### config.mk
export PLATFORM = sky130hd
export DESIGN_NAME = line_follow_pd_motor_drive_flat
export DESIGN_NICKNAME = d
export VERILOG_FILES = /design/src/rtl/lfpd_pkg.sv /design/src/rtl/lfpd_sens_if.sv /design/src/rtl/lfpd_drive_if.sv /design/src/rtl/line_follow_pd_motor_drive.sv /design/src/flat_wrapper.sv
export SDC_FILE = /design/constraint.sdc
export NUM_CORES = 1
export LEC_CHECK = 0
export ABC_AREA = 1
export BUFFER_PORTS_ARGS = -buffer_cell sky130_fd_sc_hd__buf_2
export CORE_MARGIN = 1
export CORE_UTILIZATION = 45
export CTS_BUF_LIST = sky130_fd_sc_hd__clkbuf_8
export DETAILED_ROUTE_END_ITERATION = 7
export PLACE_DENSITY = 0.69
export SLEW_MARGIN = 25
export SYNTH_ARGS = -nofsm -noshare
export SYNTH_HDL_FRONTEND = slang
export SYNTH_SLANG_ARGS = --single-unit
### constraint.sdc
create_clock -name i_clk -period 29.5 [get_ports i_clk]
set_clock_uncertainty 0.15 [all_clocks]
set_input_delay 5.9 -clock i_clk [delete_from_list [all_inputs] [get_ports i_clk]]
set_output_delay 5.9 -clock i_clk [all_outputs]
set_load 0.005 [all_outputs]
### src/rtl/lfpd_pkg.sv
// Shared types, constants and helpers for the PD line-follower motor drive.
// No dependencies; every other file in rtl/ depends on this package.
package lfpd_pkg;

    localparam int SPEED_W   = 8;
    localparam int SENSOR_W  = 8;
    localparam int CFG_IDX_W = 3;
    localparam int ERR_W     = 4;
    localparam int RATE_W    = 5;
    localparam int PROD_W    = 12;
    localparam int PTERM_W   = 8;
    localparam int DRIVE_W   = 13;
    localparam int SUM_W     = 14;

    localparam logic [SENSOR_W-1:0] SENSOR_MASK = 8'b0111_1111;

    localparam logic [SPEED_W-1:0] PROP_GAIN_RST  = 8'd32;
    localparam logic [SPEED_W-1:0] DERIV_GAIN_RST = 8'd8;
    localparam logic [SPEED_W-1:0] BASE_SPEED_RST = 8'd170;
    localparam logic [SPEED_W-1:0] MAX_SPEED_RST  = 8'd255;
    localparam logic [SPEED_W-1:0] MIN_SPEED_RST  = 8'd0;

    typedef logic [SPEED_W-1:0]         t_speed;
    typedef logic [SENSOR_W-1:0]        t_sensor;
    typedef logic signed [ERR_W-1:0]    t_err;
    typedef logic signed [SUM_W-1:0]    t_sum;

    typedef enum logic [CFG_IDX_W-1:0] {
        CFG_PROP_GAIN  = 3'd0,
        CFG_DERIV_GAIN = 3'd1,
        CFG_BASE_SPEED = 3'd2,
        CFG_MAX_SPEED  = 3'd3,
        CFG_MIN_SPEED  = 3'd4
    } t_cfg_idx;

    typedef struct packed {
        logic hit;
        t_err err;
    } t_err_map;

    // Map one lit sensor or two adjacent lit sensors to a position error.
    function automatic t_err_map map_pattern(input logic [SENSOR_W-2:0] pat);
        t_err_map m;
        m.hit = 1'b1;
        m.err = 4'sd0;
        case (pat)
            7'h01:   m.err = -4'sd6;
            7'h03:   m.err = -4'sd5;
            7'h02:   m.err = -4'sd4;
            7'h06:   m.err = -4'sd3;
            7'h04:   m.err = -4'sd2;
            7'h0C:   m.err = -4'sd1;
            7'h08:   m.err =  4'sd0;
            7'h18:   m.err =  4'sd1;
            7'h10:   m.err =  4'sd2;
            7'h30:   m.err =  4'sd3;
            7'h20:   m.err =  4'sd4;
            7'h60:   m.err =  4'sd5;
            7'h40:   m.err =  4'sd6;
            default: m.hit = 1'b0;
        endcase
        return m;
    endfunction

    // Upper clamp first, then lower clamp: min above max yields min.
    function automatic t_speed clamp_speed(input t_sum v, input t_speed hi,
                                           input t_speed lo);
        t_sum r;
        r = v;
        if (r > $signed({6'b0, hi})) r = $signed({6'b0, hi});
        if (r < $signed({6'b0, lo})) r = $signed({6'b0, lo});
        return r[SPEED_W-1:0];
    endfunction

endpackage

### src/rtl/lfpd_sens_if.sv
// Sensor sample channel: valid/ready handshake with one sensor byte per beat.
// Depends on lfpd_pkg for the payload type.
interface lfpd_sens_if;
    logic               valid;
    logic               ready;
    lfpd_pkg::t_sensor  sensor_bits;

    modport source (output valid, output sensor_bits, input ready);
    modport sink   (input valid, input sensor_bits, output ready);
endinterface

### src/rtl/lfpd_drive_if.sv
// Motor drive channel: valid/ready handshake with left and right speeds per beat.
// Depends on lfpd_pkg for the payload type.
interface lfpd_drive_if;
    logic              valid;
    logic              ready;
    lfpd_pkg::t_speed  left_speed;
    lfpd_pkg::t_speed  right_speed;

    modport source (output valid, output left_speed, output right_speed, input ready);
    modport sink   (input valid, input left_speed, input right_speed, output ready);
endinterface

### src/rtl/line_follow_pd_motor_drive.sv
// PD line follower with differential motor drive: top level.
// Depends on lfpd_pkg, lfpd_sens_if and lfpd_drive_if.
//
// One sensor beat in, one drive beat out. A beat is taken into an input
// register; from there the position error is looked up, the error change
// formed, both gain products summed, and left/right speeds clamped into the
// output register. Throughput is one beat per cycle while the sink keeps
// ready high. The input register and the output register each hold a beat,
// so a new sample is taken while a finished result waits for the sink.
// Samples that match none of the thirteen single or adjacent-pair patterns
// reuse the last error. Configuration registers (gains, base, min, max) are
// written through the plain write port and should only change while no beat
// is in flight.
module line_follow_pd_motor_drive (
    input  logic                                i_clk,
    input  logic                                i_rst_n,
    input  logic                                i_cfg_wr_en,
    input  logic [lfpd_pkg::CFG_IDX_W-1:0]      i_cfg_index,
    input  logic [lfpd_pkg::SPEED_W-1:0]        i_cfg_data,
    lfpd_sens_if.sink                           i_sens,
    lfpd_drive_if.source                        o_drive
);
    import lfpd_pkg::*;

    // Configuration registers
    t_speed r_prop_gain, r_deriv_gain, r_base_speed, r_max_speed, r_min_speed;

    // Input stage
    logic    r_s1_valid;
    t_sensor r_s1_sample;

    // Error state and output stage
    t_err    r_prev_err;
    logic    r_out_valid;
    t_speed  r_left, r_right;

    logic    w_out_free;
    logic    w_s1_adv;
    logic    w_in_take;

    t_err_map                   w_map;
    t_err                       n_err;
    logic signed [RATE_W-1:0]   w_rate;
    logic signed [PROD_W-1:0]   w_prod;
    logic signed [PROD_W-1:0]   w_prod_adj;
    logic signed [PTERM_W-1:0]  w_pterm;
    logic signed [DRIVE_W-1:0]  w_dterm;
    logic signed [DRIVE_W-1:0]  w_drive;
    t_sum                       w_sum_l, w_sum_r;
    t_speed                     n_left, n_right;

    // Handshake: the output register frees when empty or being taken;
    // the input register advances when it holds a beat and the output is free.
    assign w_out_free  = !r_out_valid || o_drive.ready;
    assign w_s1_adv    = r_s1_valid && w_out_free;
    assign i_sens.ready = !r_s1_valid || w_out_free;
    assign w_in_take   = i_sens.valid && i_sens.ready;

    assign o_drive.valid       = r_out_valid;
    assign o_drive.left_speed  = r_left;
    assign o_drive.right_speed = r_right;

    // Datapath from input register to output register
    always_comb begin
        w_map      = map_pattern(r_s1_sample[SENSOR_W-2:0]);
        n_err      = w_map.hit ? w_map.err : r_prev_err;
        w_rate     = RATE_W'(n_err) - RATE_W'(r_prev_err);
        w_prod     = PROD_W'(n_err) * PROD_W'($signed({1'b0, r_prop_gain}));
        // Bias negatives by 15 so the shift truncates toward zero
        w_prod_adj = w_prod + (w_prod[PROD_W-1] ? 12'sd15 : 12'sd0);
        w_pterm    = PTERM_W'(w_prod_adj >>> 4);
        w_dterm    = DRIVE_W'(w_rate) * DRIVE_W'($signed({1'b0, r_deriv_gain}));
        w_drive    = DRIVE_W'(w_pterm) + w_dterm;
        w_sum_l    = SUM_W'($signed({1'b0, r_base_speed})) + SUM_W'(w_drive);
        w_sum_r    = SUM_W'($signed({1'b0, r_base_speed})) - SUM_W'(w_drive);
        n_left     = clamp_speed(w_sum_l, r_max_speed, r_min_speed);
        n_right    = clamp_speed(w_sum_r, r_max_speed, r_min_speed);
    end

    // Configuration writes; out-of-range indexes drop
    always_ff @(posedge i_clk) begin
        if (!i_rst_n) begin
            r_prop_gain  <= PROP_GAIN_RST;
            r_deriv_gain <= DERIV_GAIN_RST;
            r_base_speed <= BASE_SPEED_RST;
            r_max_speed  <= MAX_SPEED_RST;
            r_min_speed  <= MIN_SPEED_RST;
        end else if (i_cfg_wr_en) begin
            case (t_cfg_idx'(i_cfg_index))
                CFG_PROP_GAIN:  r_prop_gain  <= i_cfg_data;
                CFG_DERIV_GAIN: r_deriv_gain <= i_cfg_data;
                CFG_BASE_SPEED: r_base_speed <= i_cfg_data;
                CFG_MAX_SPEED:  r_max_speed  <= i_cfg_data;
                CFG_MIN_SPEED:  r_min_speed  <= i_cfg_data;
                default: ;
            endcase
        end
    end

    // Control state
    always_ff @(posedge i_clk) begin
        if (!i_rst_n) begin
            r_s1_valid  <= 1'b0;
            r_out_valid <= 1'b0;
            r_prev_err  <= '0;
        end else begin
            if (w_in_take)     r_s1_valid <= 1'b1;
            else if (w_s1_adv) r_s1_valid <= 1'b0;

            if (w_s1_adv)            r_out_valid <= 1'b1;
            else if (o_drive.ready)  r_out_valid <= 1'b0;

            // Advance the error state only when a beat moves to the output
            if (w_s1_adv) r_prev_err <= n_err;
        end
    end

    // Payload registers
    always_ff @(posedge i_clk) begin
        if (w_in_take) r_s1_sample <= i_sens.sensor_bits;
        if (w_s1_adv) begin
            r_left  <= n_left;
            r_right <= n_right;
        end
    end

    // Error state never leaves the mapped range
    a_err_range: assert property (@(posedge i_clk) disable iff (!i_rst_n)
        (r_prev_err >= -4'sd6) && (r_prev_err <= 4'sd6))
        else $error("position error out of range");

    // An unmapped sample leaves the error state unchanged
    a_unmapped_hold: assert property (@(posedge i_clk) disable iff (!i_rst_n)
        (w_s1_adv && !w_map.hit) |=> $stable(r_prev_err))
        else $error("unmapped sample changed error state");

    // A held input beat is not overwritten while it waits
    a_s1_hold: assert property (@(posedge i_clk) disable iff (!i_rst_n)
        (r_s1_valid && !w_s1_adv) |=> (r_s1_valid && $stable(r_s1_sample)))
        else $error("input register lost a waiting beat");

    // A stalled result stays in place
    a_out_hold: assert property (@(posedge i_clk) disable iff (!i_rst_n)
        (r_out_valid && !o_drive.ready) |=> (r_out_valid && $stable(r_left)
                                             && $stable(r_right)))
        else $error("output register lost a waiting beat");

endmodule
### src/flat_wrapper.sv
// flat-port wrapper written by rule: the top's interface ports become plain ports
module line_follow_pd_motor_drive_flat import lfpd_pkg::*;
  (i_clk, i_rst_n, i_cfg_wr_en, i_cfg_index, i_cfg_data, i_sens_valid, i_sens_sensor_bits, i_sens_ready, o_drive_valid, o_drive_left_speed, o_drive_right_speed, o_drive_ready);
  lfpd_sens_if i_sens_i ();
  lfpd_drive_if o_drive_i ();
  input  logic i_clk;
  input  logic i_rst_n;
  input  logic i_cfg_wr_en;
  input  logic [lfpd_pkg::CFG_IDX_W-1:0] i_cfg_index;
  input  logic [lfpd_pkg::SPEED_W-1:0] i_cfg_data;
  input wire logic [$bits(i_sens_i.valid)-1:0] i_sens_valid;
  input wire logic [$bits(i_sens_i.sensor_bits)-1:0] i_sens_sensor_bits;
  output wire logic [$bits(i_sens_i.ready)-1:0] i_sens_ready;
  output wire logic [$bits(o_drive_i.valid)-1:0] o_drive_valid;
  output wire logic [$bits(o_drive_i.left_speed)-1:0] o_drive_left_speed;
  output wire logic [$bits(o_drive_i.right_speed)-1:0] o_drive_right_speed;
  input wire logic [$bits(o_drive_i.ready)-1:0] o_drive_ready;
  assign i_sens_i.valid = i_sens_valid;
  assign i_sens_i.sensor_bits = i_sens_sensor_bits;
  assign i_sens_ready = i_sens_i.ready;
  assign o_drive_valid = o_drive_i.valid;
  assign o_drive_left_speed = o_drive_i.left_speed;
  assign o_drive_right_speed = o_drive_i.right_speed;
  assign o_drive_i.ready = o_drive_ready;
  line_follow_pd_motor_drive u_core (.i_clk(i_clk), .i_rst_n(i_rst_n), .i_cfg_wr_en(i_cfg_wr_en), .i_cfg_index(i_cfg_index), .i_cfg_data(i_cfg_data), .i_sens(i_sens_i), .o_drive(o_drive_i));
endmodule
==> flow_summary_export.csv <==
group,metric,value,unit
setup_path,cp-start-kind,"register",
sta,slew_viol_final,0,
clocking,insertion_delay,360,ps
hold_path,hp-class,"register to register",
finish,final_common_cell,"nand2_1",
drt,drc,0,
sta,slew_headroom,0.425,
drt,via_count,6277,
clocking,post_cts_buffers,0,
setup_path,crit_required,29460,ps
clocking,cts_inserted_buffers,9,
synthesis,synth_nets,1142,
sta,period_share,0.469,
die,die_area,16900,sq um
sta,finalSetupViolations,0,
die,ios,42,
grt,antenna_found_initial,0,
finish,drive_gt1_frac,0.0946,
drt,vias_per_cell,5.10,
clocking,clock-sinks,69,
sta,finalCriticalPeriod,13840,ps
synthesis,async_flop_share,0,
clocking,cts_resized,0,
outcome,status,"finished clean",
die,num_rows,46,
sta,rsz0062_at_grt,"no",
grt,grt_pass1_vias,5952,
placed_design,gp_congestion,0.887,
synthesis,yosysTopAreaCellShare,0.173,
power_and_ir_drop,ir_drop,67.8,uV
placed_design,portBuffers,40,
synthesis,synth_edf_count,23,
grt,grt_max_degree,36,
drt,ant_nets,0,
synthesis,synth-seq-cells,69,
setup_path,critPathArrivalTime,13800,ps
finish,diodes,0,
synthesis,synth_cells,970,
synthesis,yosys_warnings,0,
die,coreArea,15900,sq um
synthesis,synth_area_leaders,"ha_1 17%, dfxtp_1 12%, fa_1 12%",
finish,fin_nets,1182,
sta,max_freq,72.3,MHz
clocking,clk_path_buf_depth,2,
die,dieWidth,130,um
drt,drt-initial-drc-count,398,
power_and_ir_drop,power_density,101,nW/um^2
clocking,ctsHoldBuffers,0,
clocking,h-tree-depth,3,
grt,gr-total-overflow,0,
setup_path,critPathKind,"register to register",
finish,area_growth_syn_to_layout,8.95,%
clocking,cts_tree,"done",
synthesis,ys.flop_type,"dfxtp_1",
grt,grt_pass1_wl,28.0,mm
finish,fill_cells,1567,
synthesis,yosys.area.top_type,"ha_1",
drt,wl_per_cell,13.5,um
synthesis,seq_area_frac_synth,0.218,
drt,dr.pass1.iters,5,
sta,tightest_slew,860,ps
clocking,cts-root-buf,"clkbuf_8",
setup_path,reg2reg_depth,68,
run,timing.max_cap.violations,0,
setup_path,slowest_delay,630,ps
synthesis,synth.distinct_cells,47,
placed_design,dp_hpwl,13.5,mm
sta,holdWs,350,ps
hold_path,holdPathStages,2,
clocking,clkTransAtPathRegs,90,ps
setup_path,crit_slowest_cell,"o311ai_0",
finish,multi_input_comb_area,5080,sq um
setup_path,crit_top_cell,"nand2_1",
synthesis,syn-cell-area,7380,sq um
setup_path,cp_max_fo,15,
synthesis,syn_area_per_cell,7.61,sq um
drt,wirelength,16.6,mm
sta,setup_tns,0,ps
die,start_util,0.463,
sta,hold_violations,0,
setup_path,end_kind,"register",
finish,final_cell_mix,"165 x nand2_1, 159 x inv_1, 102 x ha_1",
power_and_ir_drop,leakagePower,4.16,nW
die,die_h,130,um
grt,grt_usage,0.211,
finish,ff_latch_area,1610,sq um
-- registers in the layout, indices dropped and copies added, names as in the netlist --
signal / count
u_core.r_min_speed: 8
u_core.r_deriv_gain: 8
u_core.r_base_speed: 8
u_core.o_drive.right_speed: 8
u_core.r_s1_sample: 7
u_core.o_drive.valid: 1
u_core.r_prev_err: 4
u_core.o_drive.left_speed: 8
u_core.r_max_speed: 8
u_core.r_s1_valid: 1
u_core.r_prop_gain: 8
-- metal layers --
layer	global-route usage	wire length (um)	up-vias
li1	-	-	3238
met1	0.287	7990	2881
met2	0.349	7520	142
met3	0.0291	826	16
met4	0.0568	257	0
met5	0	0	-
-- cells by family (layout without fill, tap and decap cells) --
family	after synthesis	in the layout	synth area share
flip-flops	69	69	0.218
AO/OA/AOI/OAI	171	171	0.129
AND/OR/NAND/NOR	368	368	0.220
adder cells (fa/ha/maj)	148	148	0.298
buffers and inverters	179	224	0.0934
XOR/XNOR	35	35	0.0415
-- power breakdown --
part | switching (W) | internal, W
registers | 0.00000409 | 0.000121
clock network | 0.0000406 | 0.0000568
logic | 0.000378 | 0.000212
-- critical path, delay by kind of cell (launching register included) --
| kind | cells | cell delay [ps] |
|---|---|---|
| adders and majority gates | 14 | 5250 |
| and+or+nand+nor | 31 | 3500 |
| AOI/OAI and AO/OA | 12 | 2760 |
| buffers and inverters | 9 | 960 |
| xor gates and xnor gates | 2 | 490 |
| DFF | 1 | 460 |
-- Yosys cell counts, types with 4 or more instances --
master / n
a21oi_1: 78
clkbuf_1: 8
dfxtp_1: 46
edfxtp_1: 23
fa_1: 46
ha_1: 102
inv_1: 159
inv_2: 6
nand2_1: 165
nand2_2: 10
nand2_4: 5
nand3_1: 63
nand4_1: 4
nor2_1: 94
nor2_2: 5
nor3_1: 7
o211ai_1: 6
o21ai_0: 59
o21bai_1: 9
o31ai_1: 5
xnor2_1: 9
xor2_1: 26
-- worst paths after layout --
path                            slack, ps                           end                    from
worst max-delay path                15660  u_core.o_drive.left_speed[0]   u_core.r_s1_sample[3]
worst min-delay path                  350        u_core.r_base_speed[3]  u_core.r_base_speed[3]
worst max register to register      15660  u_core.o_drive.left_speed[0]   u_core.r_s1_sample[3]
worst min register to register        350        u_core.r_base_speed[3]  u_core.r_base_speed[3]
-- through the flow --
step           setup WS, ps  cells  utilization  cell area [sq um]  power, W
2_1_floorplan         17400    970            -               7380  0.000592
3_3_place_gp          15890   1215        0.489               7800  0.000704
3_5_place_dp          15710   1215        0.489               7800  0.000714
4_1_cts               15660   1231        0.505               8050  0.000814
5_1_grt               14550   1231        0.505               8050  0.000913
6_report              15660   1231        0.505               8050  0.000814
-- final cells by class --
| type | instances | share of cell area |
|---|---|---|
| clock inverters | 7 | 0.0151 |
| flip-flops and latches | 69 | 0.200 |
| well taps | 216 | 0.0336 |
| clock buffers | 9 | 0.0154 |
| inverters | 167 | 0.0779 |
| multi-input cells | 722 | 0.632 |
| repair buffers | 41 | 0.0258 |
Note: power is estimated with default switching activity, not from simulation.
